--- config.mk ---
export PLATFORM = sky130hd
export DESIGN_NAME = circular_deque_with_search_flat
export DESIGN_NICKNAME = d
export VERILOG_FILES = /design/src/hdl/cdws_pkg.sv /design/src/hdl/cdws_if.sv /design/src/hdl/circular_deque_with_search.sv /design/src/hdl/cdws_ram.sv /design/src/flat_wrapper.sv
export SDC_FILE = /design/constraint.sdc
export NUM_CORES = 1
export LEC_CHECK = 0
export BUFFER_PORTS_ARGS = -buffer_cell sky130_fd_sc_hd__buf_2
export CAP_MARGIN = 40
export CORE_ASPECT_RATIO = 1.5
export CORE_MARGIN = 3
export CORE_UTILIZATION = 55
export CTS_CLUSTER_DIAMETER = 60
export DETAILED_ROUTE_END_ITERATION = 10
export MAX_ROUTING_LAYER = met4
export PLACE_DENSITY_LB_ADDON = 0.3
export SLEW_MARGIN = 25
export SYNTH_ARGS = -nofsm -noshare
export SYNTH_HDL_FRONTEND = slang
export SYNTH_SLANG_ARGS = --single-unit
--- constraint.sdc ---
create_clock -name i_clk -period 3.7 [get_ports i_clk]
set_clock_uncertainty 0.05 [all_clocks]
set_input_delay 0.555 -clock i_clk [delete_from_list [all_inputs] [get_ports i_clk]]
set_output_delay 0.555 -clock i_clk [all_outputs]
set_load 0.05 [all_outputs]
--- src/hdl/cdws_pkg.sv ---
package cdws_pkg;

    localparam int CAPACITY = 16;
    localparam int IDX_W    = (CAPACITY > 1) ? $clog2(CAPACITY) : 1;
    localparam int CNT_W    = $clog2(CAPACITY + 1);
    localparam int VALUE_W  = 32;
    localparam int OP_W     = 2;
    localparam int COUNT_W  = 5;
    localparam int STATUS_W = 2;

    typedef enum logic [OP_W-1:0] {
        OP_FRONT   = 2'd0,
        OP_TAIL    = 2'd1,
        OP_SEARCH  = 2'd2,
        OP_ADVANCE = 2'd3
    } t_op;

    typedef enum logic [STATUS_W-1:0] {
        ST_OK    = 2'd0,
        ST_FULL  = 2'd1,
        ST_EMPTY = 2'd2
    } t_status;

    typedef enum logic [2:0] {
        S_IDLE,
        S_EXEC,
        S_SCAN,
        S_ADV,
        S_DONE
    } t_state;

    // Position base + off on the ring, with both operands below CAPACITY.
    function automatic logic [IDX_W-1:0] ring_add(input logic [IDX_W-1:0] base,
                                                  input logic [IDX_W-1:0] off);
        logic [IDX_W:0] sum;
        sum = {1'b0, base} + {1'b0, off};
        if (sum >= (IDX_W+1)'(CAPACITY)) begin
            sum = sum - (IDX_W+1)'(CAPACITY);
        end
        return sum[IDX_W-1:0];
    endfunction

endpackage

--- src/hdl/cdws_if.sv ---
interface cdws_in_if import cdws_pkg::*; ();
    logic                      valid;
    logic                      ready;
    logic [OP_W-1:0]           opcode;
    logic signed [VALUE_W-1:0] value;

    modport source (output valid, output opcode, output value, input ready);
    modport sink   (input valid, input opcode, input value, output ready);
endinterface

interface cdws_out_if import cdws_pkg::*; ();
    logic                      valid;
    logic                      ready;
    logic                      found;
    logic signed [VALUE_W-1:0] head_value;
    logic [COUNT_W-1:0]        count;
    logic [STATUS_W-1:0]       status;

    modport source (output valid, output found, output head_value, output count,
                    output status, input ready);
    modport sink   (input valid, input found, input head_value, input count,
                    input status, output ready);
endinterface

--- src/hdl/circular_deque_with_search.sv ---
// An insert or a refused operation runs through the states EXEC and DONE, an advance through
// EXEC, ADV and DONE, and a search through EXEC, one SCAN step per stored element read, and DONE.
// One item is in flight at a time; a search reads the stored elements in turn because the
// single read port of the element RAM delivers one element per cycle.
// Synchronous active-low reset empties the list and sets the head to position zero;
// the element RAM is not cleared.
module circular_deque_with_search import cdws_pkg::*; (
    input  logic       i_clk,
    input  logic       i_rst_n,
    cdws_in_if.sink    i_in,
    cdws_out_if.source o_out
);

    t_state                    r_state, n_state;
    t_op                       r_op, n_op;
    logic [VALUE_W-1:0]        r_val, n_val;
    logic [IDX_W-1:0]          r_head, n_head;
    logic [CNT_W-1:0]          r_count, n_count;
    logic [VALUE_W-1:0]        r_head_val, n_head_val;
    logic [IDX_W-1:0]          r_scan, n_scan;
    logic                      r_found, n_found;
    t_status                   r_status, n_status;

    logic                      r_out_valid;
    logic                      r_out_found;
    logic [VALUE_W-1:0]        r_out_head;
    logic [COUNT_W-1:0]        r_out_count;
    t_status                   r_out_status;

    logic                      ram_we;
    logic [IDX_W-1:0]          ram_waddr;
    logic                      ram_re;
    logic [IDX_W-1:0]          ram_raddr;
    logic [VALUE_W-1:0]        ram_rdata;
    logic                      load_out;
    logic                      slot_free;
    logic                      is_full;
    logic                      is_empty;
    logic                      scan_last;

    cdws_ram #(
        .WIDTH(VALUE_W),
        .DEPTH(CAPACITY),
        .ADDR_W(IDX_W)
    ) u_ram (
        .i_clk  (i_clk),
        .i_we   (ram_we),
        .i_waddr(ram_waddr),
        .i_wdata(r_val),
        .i_re   (ram_re),
        .i_raddr(ram_raddr),
        .o_rdata(ram_rdata)
    );

    assign slot_free = !r_out_valid || o_out.ready;
    assign is_full   = (r_count == CNT_W'(CAPACITY));
    assign is_empty  = (r_count == '0);
    assign scan_last = ((CNT_W'(r_scan) + CNT_W'(1)) == r_count);

    always_comb begin
        n_state    = r_state;
        n_op       = r_op;
        n_val      = r_val;
        n_head     = r_head;
        n_count    = r_count;
        n_head_val = r_head_val;
        n_scan     = r_scan;
        n_found    = r_found;
        n_status   = r_status;
        ram_we     = 1'b0;
        ram_waddr  = r_head;
        ram_re     = 1'b0;
        ram_raddr  = r_head;
        load_out   = 1'b0;
        i_in.ready = 1'b0;

        unique case (r_state)
            S_IDLE: begin
                i_in.ready = i_rst_n;
                if (i_in.valid) begin
                    n_op    = t_op'(i_in.opcode);
                    n_val   = i_in.value;
                    n_state = S_EXEC;
                end
            end
            S_EXEC: begin
                n_found  = 1'b0;
                n_status = ST_OK;
                unique case (r_op)
                    OP_FRONT, OP_TAIL: begin
                        n_state = S_DONE;
                        if (is_full) begin
                            n_status = ST_FULL;
                        end else begin
                            ram_we  = 1'b1;
                            n_count = r_count + CNT_W'(1);
                            if (r_op == OP_FRONT) begin
                                ram_waddr  = ring_add(r_head, IDX_W'(CAPACITY - 1));
                                n_head     = ram_waddr;
                                n_head_val = r_val;
                            end else begin
                                ram_waddr = ring_add(r_head, r_count[IDX_W-1:0]);
                                if (is_empty) begin
                                    n_head_val = r_val;
                                end
                            end
                        end
                    end
                    OP_SEARCH: begin
                        if (is_empty) begin
                            n_status = ST_EMPTY;
                            n_state  = S_DONE;
                        end else begin
                            ram_re    = 1'b1;
                            ram_raddr = r_head;
                            n_scan    = '0;
                            n_state   = S_SCAN;
                        end
                    end
                    OP_ADVANCE: begin
                        if (is_empty) begin
                            n_status = ST_EMPTY;
                            n_state  = S_DONE;
                        end else begin
                            ram_re    = 1'b1;
                            ram_raddr = ring_add(r_head, IDX_W'(1));
                            n_head    = ram_raddr;
                            n_count   = r_count - CNT_W'(1);
                            n_state   = S_ADV;
                        end
                    end
                    default: n_state = S_DONE;
                endcase
            end
            S_SCAN: begin
                if (ram_rdata == r_val) begin
                    n_found = 1'b1;
                    n_state = S_DONE;
                end else if (scan_last) begin
                    n_state = S_DONE;
                end else begin
                    ram_re    = 1'b1;
                    ram_raddr = ring_add(r_head, r_scan + IDX_W'(1));
                    n_scan    = r_scan + IDX_W'(1);
                end
            end
            S_ADV: begin
                n_head_val = ram_rdata;
                n_state    = S_DONE;
            end
            S_DONE: begin
                if (slot_free) begin
                    load_out = 1'b1;
                    n_state  = S_IDLE;
                end
            end
            default: n_state = S_IDLE;
        endcase
    end

    always_ff @(posedge i_clk) begin
        if (!i_rst_n) begin
            r_state     <= S_IDLE;
            r_head      <= '0;
            r_count     <= '0;
            r_out_valid <= 1'b0;
        end else begin
            r_state <= n_state;
            r_head  <= n_head;
            r_count <= n_count;
            if (load_out) begin
                r_out_valid <= 1'b1;
            end else if (o_out.ready) begin
                r_out_valid <= 1'b0;
            end
        end
    end

    always_ff @(posedge i_clk) begin
        r_op       <= n_op;
        r_val      <= n_val;
        r_head_val <= n_head_val;
        r_scan     <= n_scan;
        r_found    <= n_found;
        r_status   <= n_status;
        if (load_out) begin
            r_out_found  <= r_found;
            r_out_head   <= is_empty ? '0 : r_head_val;
            r_out_count  <= COUNT_W'(r_count);
            r_out_status <= r_status;
        end
    end

    assign o_out.valid      = r_out_valid;
    assign o_out.found      = r_out_found;
    assign o_out.head_value = r_out_head;
    assign o_out.count      = r_out_count;
    assign o_out.status     = r_out_status;

endmodule

--- src/hdl/cdws_ram.sv ---
module cdws_ram #(
    parameter int WIDTH = 32,
    parameter int DEPTH = 16,
    parameter int ADDR_W = (DEPTH > 1) ? $clog2(DEPTH) : 1
) (
    input  logic              i_clk,
    input  logic              i_we,
    input  logic [ADDR_W-1:0] i_waddr,
    input  logic [WIDTH-1:0]  i_wdata,
    input  logic              i_re,
    input  logic [ADDR_W-1:0] i_raddr,
    output logic [WIDTH-1:0]  o_rdata
);

    logic [WIDTH-1:0] r_mem [DEPTH];
    logic [WIDTH-1:0] r_rdata;

    always_ff @(posedge i_clk) begin
        if (i_we) begin
            r_mem[i_waddr] <= i_wdata;
        end
        if (i_re) begin
            r_rdata <= r_mem[i_raddr];
        end
    end

    assign o_rdata = r_rdata;

endmodule

--- src/flat_wrapper.sv ---
// flat-port wrapper written by rule: the top's interface ports become plain ports
module circular_deque_with_search_flat import cdws_pkg::*;
  (i_clk, i_rst_n, i_in_valid, i_in_opcode, i_in_value, i_in_ready, o_out_valid, o_out_found, o_out_head_value, o_out_count, o_out_status, o_out_ready);
  cdws_in_if i_in_i ();
  cdws_out_if o_out_i ();
  input  logic i_clk;
  input  logic i_rst_n;
  input wire logic [$bits(i_in_i.valid)-1:0] i_in_valid;
  input wire logic [$bits(i_in_i.opcode)-1:0] i_in_opcode;
  input wire logic [$bits(i_in_i.value)-1:0] i_in_value;
  output wire logic [$bits(i_in_i.ready)-1:0] i_in_ready;
  output wire logic [$bits(o_out_i.valid)-1:0] o_out_valid;
  output wire logic [$bits(o_out_i.found)-1:0] o_out_found;
  output wire logic [$bits(o_out_i.head_value)-1:0] o_out_head_value;
  output wire logic [$bits(o_out_i.count)-1:0] o_out_count;
  output wire logic [$bits(o_out_i.status)-1:0] o_out_status;
  input wire logic [$bits(o_out_i.ready)-1:0] o_out_ready;
  assign i_in_i.valid = i_in_valid;
  assign i_in_i.opcode = i_in_opcode;
  assign i_in_i.value = i_in_value;
  assign i_in_ready = i_in_i.ready;
  assign o_out_valid = o_out_i.valid;
  assign o_out_found = o_out_i.found;
  assign o_out_head_value = o_out_i.head_value;
  assign o_out_count = o_out_i.count;
  assign o_out_status = o_out_i.status;
  assign o_out_i.ready = o_out_ready;
  circular_deque_with_search u_core (.i_clk(i_clk), .i_rst_n(i_rst_n), .i_in(i_in_i), .o_out(o_out_i));
endmodule
Word level (Yosys, flattened, before mapping). Memories as Yosys holds them, arrays and structs flattened. A register that Yosys moved wholly into a read port is not among the register bits. Cells that the tools add are included.

RAM bits: 512. Memories: 1. Output and inout port bits: 42. Input bits: 38. Register bits: 126. Logic and storage cells: 130.

$add $sub $neg: 12. Eq/ne operators: 24. Muxes and demuxes: 57. Reductions and logical operators: 18. Order comparisons: 4.

Memories: u_core.u_ram.r_mem (words 16, bits a word 32, read ports 1, clocked after Yosys merged registers in 1, wr ports 1, RTL line cdws_ram.sv:15) `logic [WIDTH-1:0] r_mem [DEPTH];`.

Operator list (number): two-way mux 32 bit (4); two-way mux 4 bit (18); case mux 32 bit (2 select lines) (1); equality test 32 bit (1); case mux 4 bit (2 select lines) (3); >= comparator 5 bit (second input constant) (4); two-way mux 3 bit (6); != test 2 bit (second input constant) (9); two-way mux 1 bit (16); subtractor 4 x 1 -> 4 bit (second input constant) (4); case mux 3 bit (5 select lines) (1); AND reduction 4 bit (3); adder 4 x 1 -> 5 bit (second input constant) (2); adder 4 x 4 -> 5 bit (2); two-way mux 5 bit (2); case mux 5 bit (2 select lines) (1); case mux 3 bit (3 select lines) (1); nonzero test 2 bit (4); equality test 3 x 2 -> 1 bit (second input constant) (2); != test 2 x 1 -> 1 bit (second input constant) (3); != test 3 x 1 -> 1 bit (second input constant) (2); adder 4 x 4 -> 5 bit (second input constant) (1); adder 5 x 1 -> 5 bit (second input constant) (1); equality test 5 bit (1); 19 further kinds (23).

Depth between registers and ports, before layout.
Depth in word-level cells: 7. Depth in mapped cells: 14.

Cells and area by module. From an unflattened synthesis, not the netlist that was laid out.

Cells, all modules: 1259. Area total of the unflattened synthesis: 26057.5 µm².

Modules (own cells, without submodules): cdws_ram (instances 1, cells an instance 838, area an instance 20155.6 µm²); circular_deque_with_search (instances 1, cells an instance 421, area an instance 5901.9 µm²).

Worst setup path before layout. Ideal clock, no wire load.

Kind: reg-to-reg. Start point: register u_core.r_state[1]. End point: memory u_core.u_ram.r_mem[12][0] (enable). Data arrival time: 3.355 ns. Required time: 3.229 ns. Cell stages (with the launch flop): 9. Buffers on the path: 2. Path slack: -0.126 ns. Path through: dfxtp_1 buf_2 or3b_1 buf_2 a211oi_1 o21ai_0 xor2_1 nand2b_1 nor2_1.

Longest elaborated chain between the ends: 4.

RTL lines: start, declared (RTL line circular_deque_with_search.sv:14) `t_state r_state, n_state;`; start signal, assigned (RTL line circular_deque_with_search.sv:168) `r_state <= n_state;`; equality test 3 x 1 -> 1 bit (*) (RTL line circular_deque_with_search.sv:77) `unique case (r_state)`; two-way mux 1 bit (RTL line circular_deque_with_search.sv:77); two-way mux 1 bit (RTL line cdws_ram.sv:19) `if (i_we) begin`; two-way mux 1 bit (not written as such) (RTL line cdws_ram.sv:20) `r_mem[i_waddr] <= i_wdata;`; end, declared (RTL line cdws_ram.sv:15).

Mark *: on every way between the ends. The rest lies on a longest branch, timed or not.

Final worst setup path.
Start point: register u_core.r_val[4]. End point: register u_core.u_ram.r_rdata[5] (netlist: u_core.u_ram.o_rdata[5]), read port of u_core.u_ram.r_mem, data pin.

Longest elaborated chain between the ends: 3.

RTL lines: start, declared (RTL line circular_deque_with_search.sv:16) `logic [VALUE_W-1:0] r_val, n_val;`; start signal, assigned (RTL line circular_deque_with_search.sv:181) `r_val <= n_val;`; equality test 32 bit (*) (RTL line circular_deque_with_search.sv:136) `if (ram_rdata == r_val) begin`; two-way mux 4 bit / two-way mux 1 bit (equally long branches) (RTL line circular_deque_with_search.sv:136); case mux 4 bit (2 select lines) / case mux 1 bit (2 select lines) (equally long branches) (RTL line circular_deque_with_search.sv:77); end, declared (RTL line cdws_ram.sv:16) `logic [WIDTH-1:0] r_rdata;`.

Marks and branches as above. A chain may end at the register's enable or synchronous reset.

==> results.tsv <==
metric	value	unit
initial antenna violation count	1	
fraction of layout cells with a size suffix above 1	19.8	%
Worst slew margin	47.8	%
global-route wire length before repair	101000	um
number of synthesized register bits	670	
TritonCTS clock tree	yes	
Synth Area in XOR/XNOR	1.61	%
Post-Layout Inst Area	0.0316	mm2
hold path depth	1	
Final Cycle Share	95.7	%
R2R cell count	12	
worst-path fanout max	28	
cell internal pwr	0.0137	W
Comb power frac	18.5	%
clock sinks	670	
Starting DRT DRC Count	1782	
NumNets Final	2141	
ant diodes	0	
sequential power share	48.1	%
final hold vios	0	
Final TNS setup	0	ps
initial core utilization	56.2	%
sw power	0.00508	W
die area	0.0518	mm2
Mapped Area	0.0270	mm2
die width	187	um
Max Fclk	282	MHz
R2R Path End	u_core.u_ram.o_rdata[5]	
Syn Inst Count	1892	
synthesized-area fraction occupied by adder cells	0.778	%
cts bufs inserted	59	
post-DP HPWL	39000	um
Final Routed Wirelength	68600	um
most common cell after layout, fill and taps aside	edfxtp_1	
WP data required	3990	ps
commonest non-fill, non-tap cells in the layout	edfxtp_1 (657), nand2_1 (465), nand3_1 (196)	
Simple-Gate Fraction of Synth Area	13.5	%
largest net degree at the start of global routing	40	
class of the worst hold path	in -> reg	
Yosys warnings	0	
hold endpoint	u_core.r_val[20]	
min Tclk post-route	3540	ps
Final Util	65.8	%
Area Overhead vs Synth	17.2	%
sequential-to-total area share from yosys stat	74.0	%
Cell Rows	98	
crit path DAT	3830	ps
die span in y	277	um
gpl congestion	0.864	
sw frac	27.1	%
Post-synth EDFFs	657	
Compound-Gate Fraction of Synth Area	4.18	%
Clock Path Buffers	3	
DRC viols	0	
drt first pass iters	6	
RSZ-0062 raised after global routing	no	
clock-pin slew on the worst setup and hold paths	70	ps
IO buf count	79	
Avg Synthesized Cell Area	14.3	um2
Most used DFF post-synth	edfxtp_1	
WS Path Type	reg -> reg	
io pins	80	
post-synth cell types	66	
CP startpoint kind	flop	
Root Buffer	clkbuf_16	
Placeable Area	0.0481	mm2
htree depth	2	
Hold Buf Count CTS	0	
status	completed	
max-slew violations	0	
clk_lat worst skew	610	ps
flop2flop setup slack	160	ps
largest family of logic cells by synthesized area	simple AND/OR/NAND/NOR gates	
FILL cells	3404	
Clock power frac	33.4	%
P_leak	11.5	nW
worst vdd ir	0.539	mV
Final ANT Viol Nets	0	
syn_nets	1945	
crit end category	flop	
vias in the first global route	16500	
vias	16600	
routed vias/inst	5.95	
multiplexer share of the synthesized area	3.87	%
area post-placement	0.0296	mm2
Worst Max-Slew Pin Slew	781	ps
GRT Residual Overflow	0	
Total GRT Usage	26.9	%
min-delay src	i_in_value[20]	
share of async-settable or async-resettable flops after synthesis	0	%
PwrDens	593	mW/mm2
average wire per cell in the routed design	24.6	um
reg2reg start	u_core.r_val[4]	
Setup-failing EPs final	0	
CP Launch Point	u_core.r_val[4]	
max-cap violation count	0	
-- per-stage QoR --
stage          setup WS [ps]  power [W]  hold WS, ps  cells
2_1_floorplan           -126     0.0112          350   1892
3_3_place_gp             191     0.0125          353   2675
3_5_place_dp           -13.0     0.0126          355   2675
4_1_cts                 60.3     0.0188         43.2   2781
5_1_grt                 5.34     0.0194         56.7   2783
6_report                 159     0.0188         69.9   2783
-- power by group through the flow --
stage | clock network (W) | logic [W] | registers, W
finish | 0.00627 | 0.00347 | 0.00903
floorplan | 0 | 0.00191 | 0.00933
CTS | 0.00634 | 0.00344 | 0.00903
global placement | 0 | 0.00332 | 0.00918
detailed placement | 0 | 0.00341 | 0.00919
global route | 0.00662 | 0.00374 | 0.00905
-- how the worst max path moves through the flow --
stage,end,cells after the start,slack (ps)
floorplan,u_core.u_ram.r_mem[12][0],8,-130
global placement,u_core.u_ram.o_rdata[24],13,190
detailed placement,u_core.u_ram.o_rdata[5],13,-10
CTS,u_core.u_ram.o_rdata[5],13,60
global route,u_core.u_ram.o_rdata[31],12,5
finish,u_core.u_ram.o_rdata[5],12,160
-- synthesized netlist by cell type, types with 13 or more instances --
library cell	n	share of area, %
o22ai_1	33	0.76
nand3b_1	33	0.92
nand3_1	196	3.6
buf_2	46	0.85
mux2_2	32	1.3
xnor2_1	41	1.3
a221oi_2	22	1.2
edfxtp_1	657	73
clkbuf_1	29	0.40
inv_1	14	0.19
nor2_1	38	0.53
mux2i_1	67	2.5
dfxtp_1	13	0.96
o21ai_0	13	0.24
nand2_1	467	6.5
and2_1	37	0.86
-- routing by layer --
layer | routed length [um] | vias up | GRT usage [%]
met5 | 0 | - | -
met4 | 3170 | 0 | 12.3
met3 | 5070 | 168 | 3.35
met2 | 35200 | 798 | 45.2
met1 | 25100 | 8223 | 32.8
li1 | - | 7366 | -
-- flip-flops by register name (all words and copies together), names as in the netlist, 5 cells and up --
register,count
u_core.u_ram.o_rdata,32
u_core.u_ram.r_mem,512
u_core.r_count,5
u_core.o_out.count,5
u_core.o_out.head_value,32
u_core.r_head_val,32
u_core.r_val,32
-- kinds of logic after synthesis --
family	after synthesis
flip-flops	670
AO/OA/AOI/OAI	132
buffers and inverters	113
XOR/XNOR	48
multiplexers	100
adder cells (fa/ha/maj)	15
AND/OR/NAND/NOR	814
-- cell type report --
cell class	instances	area, um2	share of cell area, %
flip-flops and latches	670	20000	63.2
multi-input cells	1109	6720	21.2
repair buffers	230	2070	6.53
clock buffers	65	1520	4.80
well taps	650	813	2.57
clock inverters	41	473	1.49
inverters	18	67.6	0.213
-- critical path, cell delays in order (launching register included) --
cell      delay, ps
edfxtp_1        500
xnor2_1         400
nand4_1         270
nor4_4          370
buf_4           180
a211oi_1        110
a211oi_4        240
buf_4           210
buf_12          200
mux2i_1         230
o22ai_1         100
a221oi_1        270
nand3_1         120
-- repair_timing --
item	CTS	global route
endpoints found under the setup margin	9	32
resized for setup	2	10
setup buffers	0	2
cloned	0	0
endpoints found under the hold margin	0	0
pin swaps	0	2
Note: power is estimated with default switching activity, not from simulation.
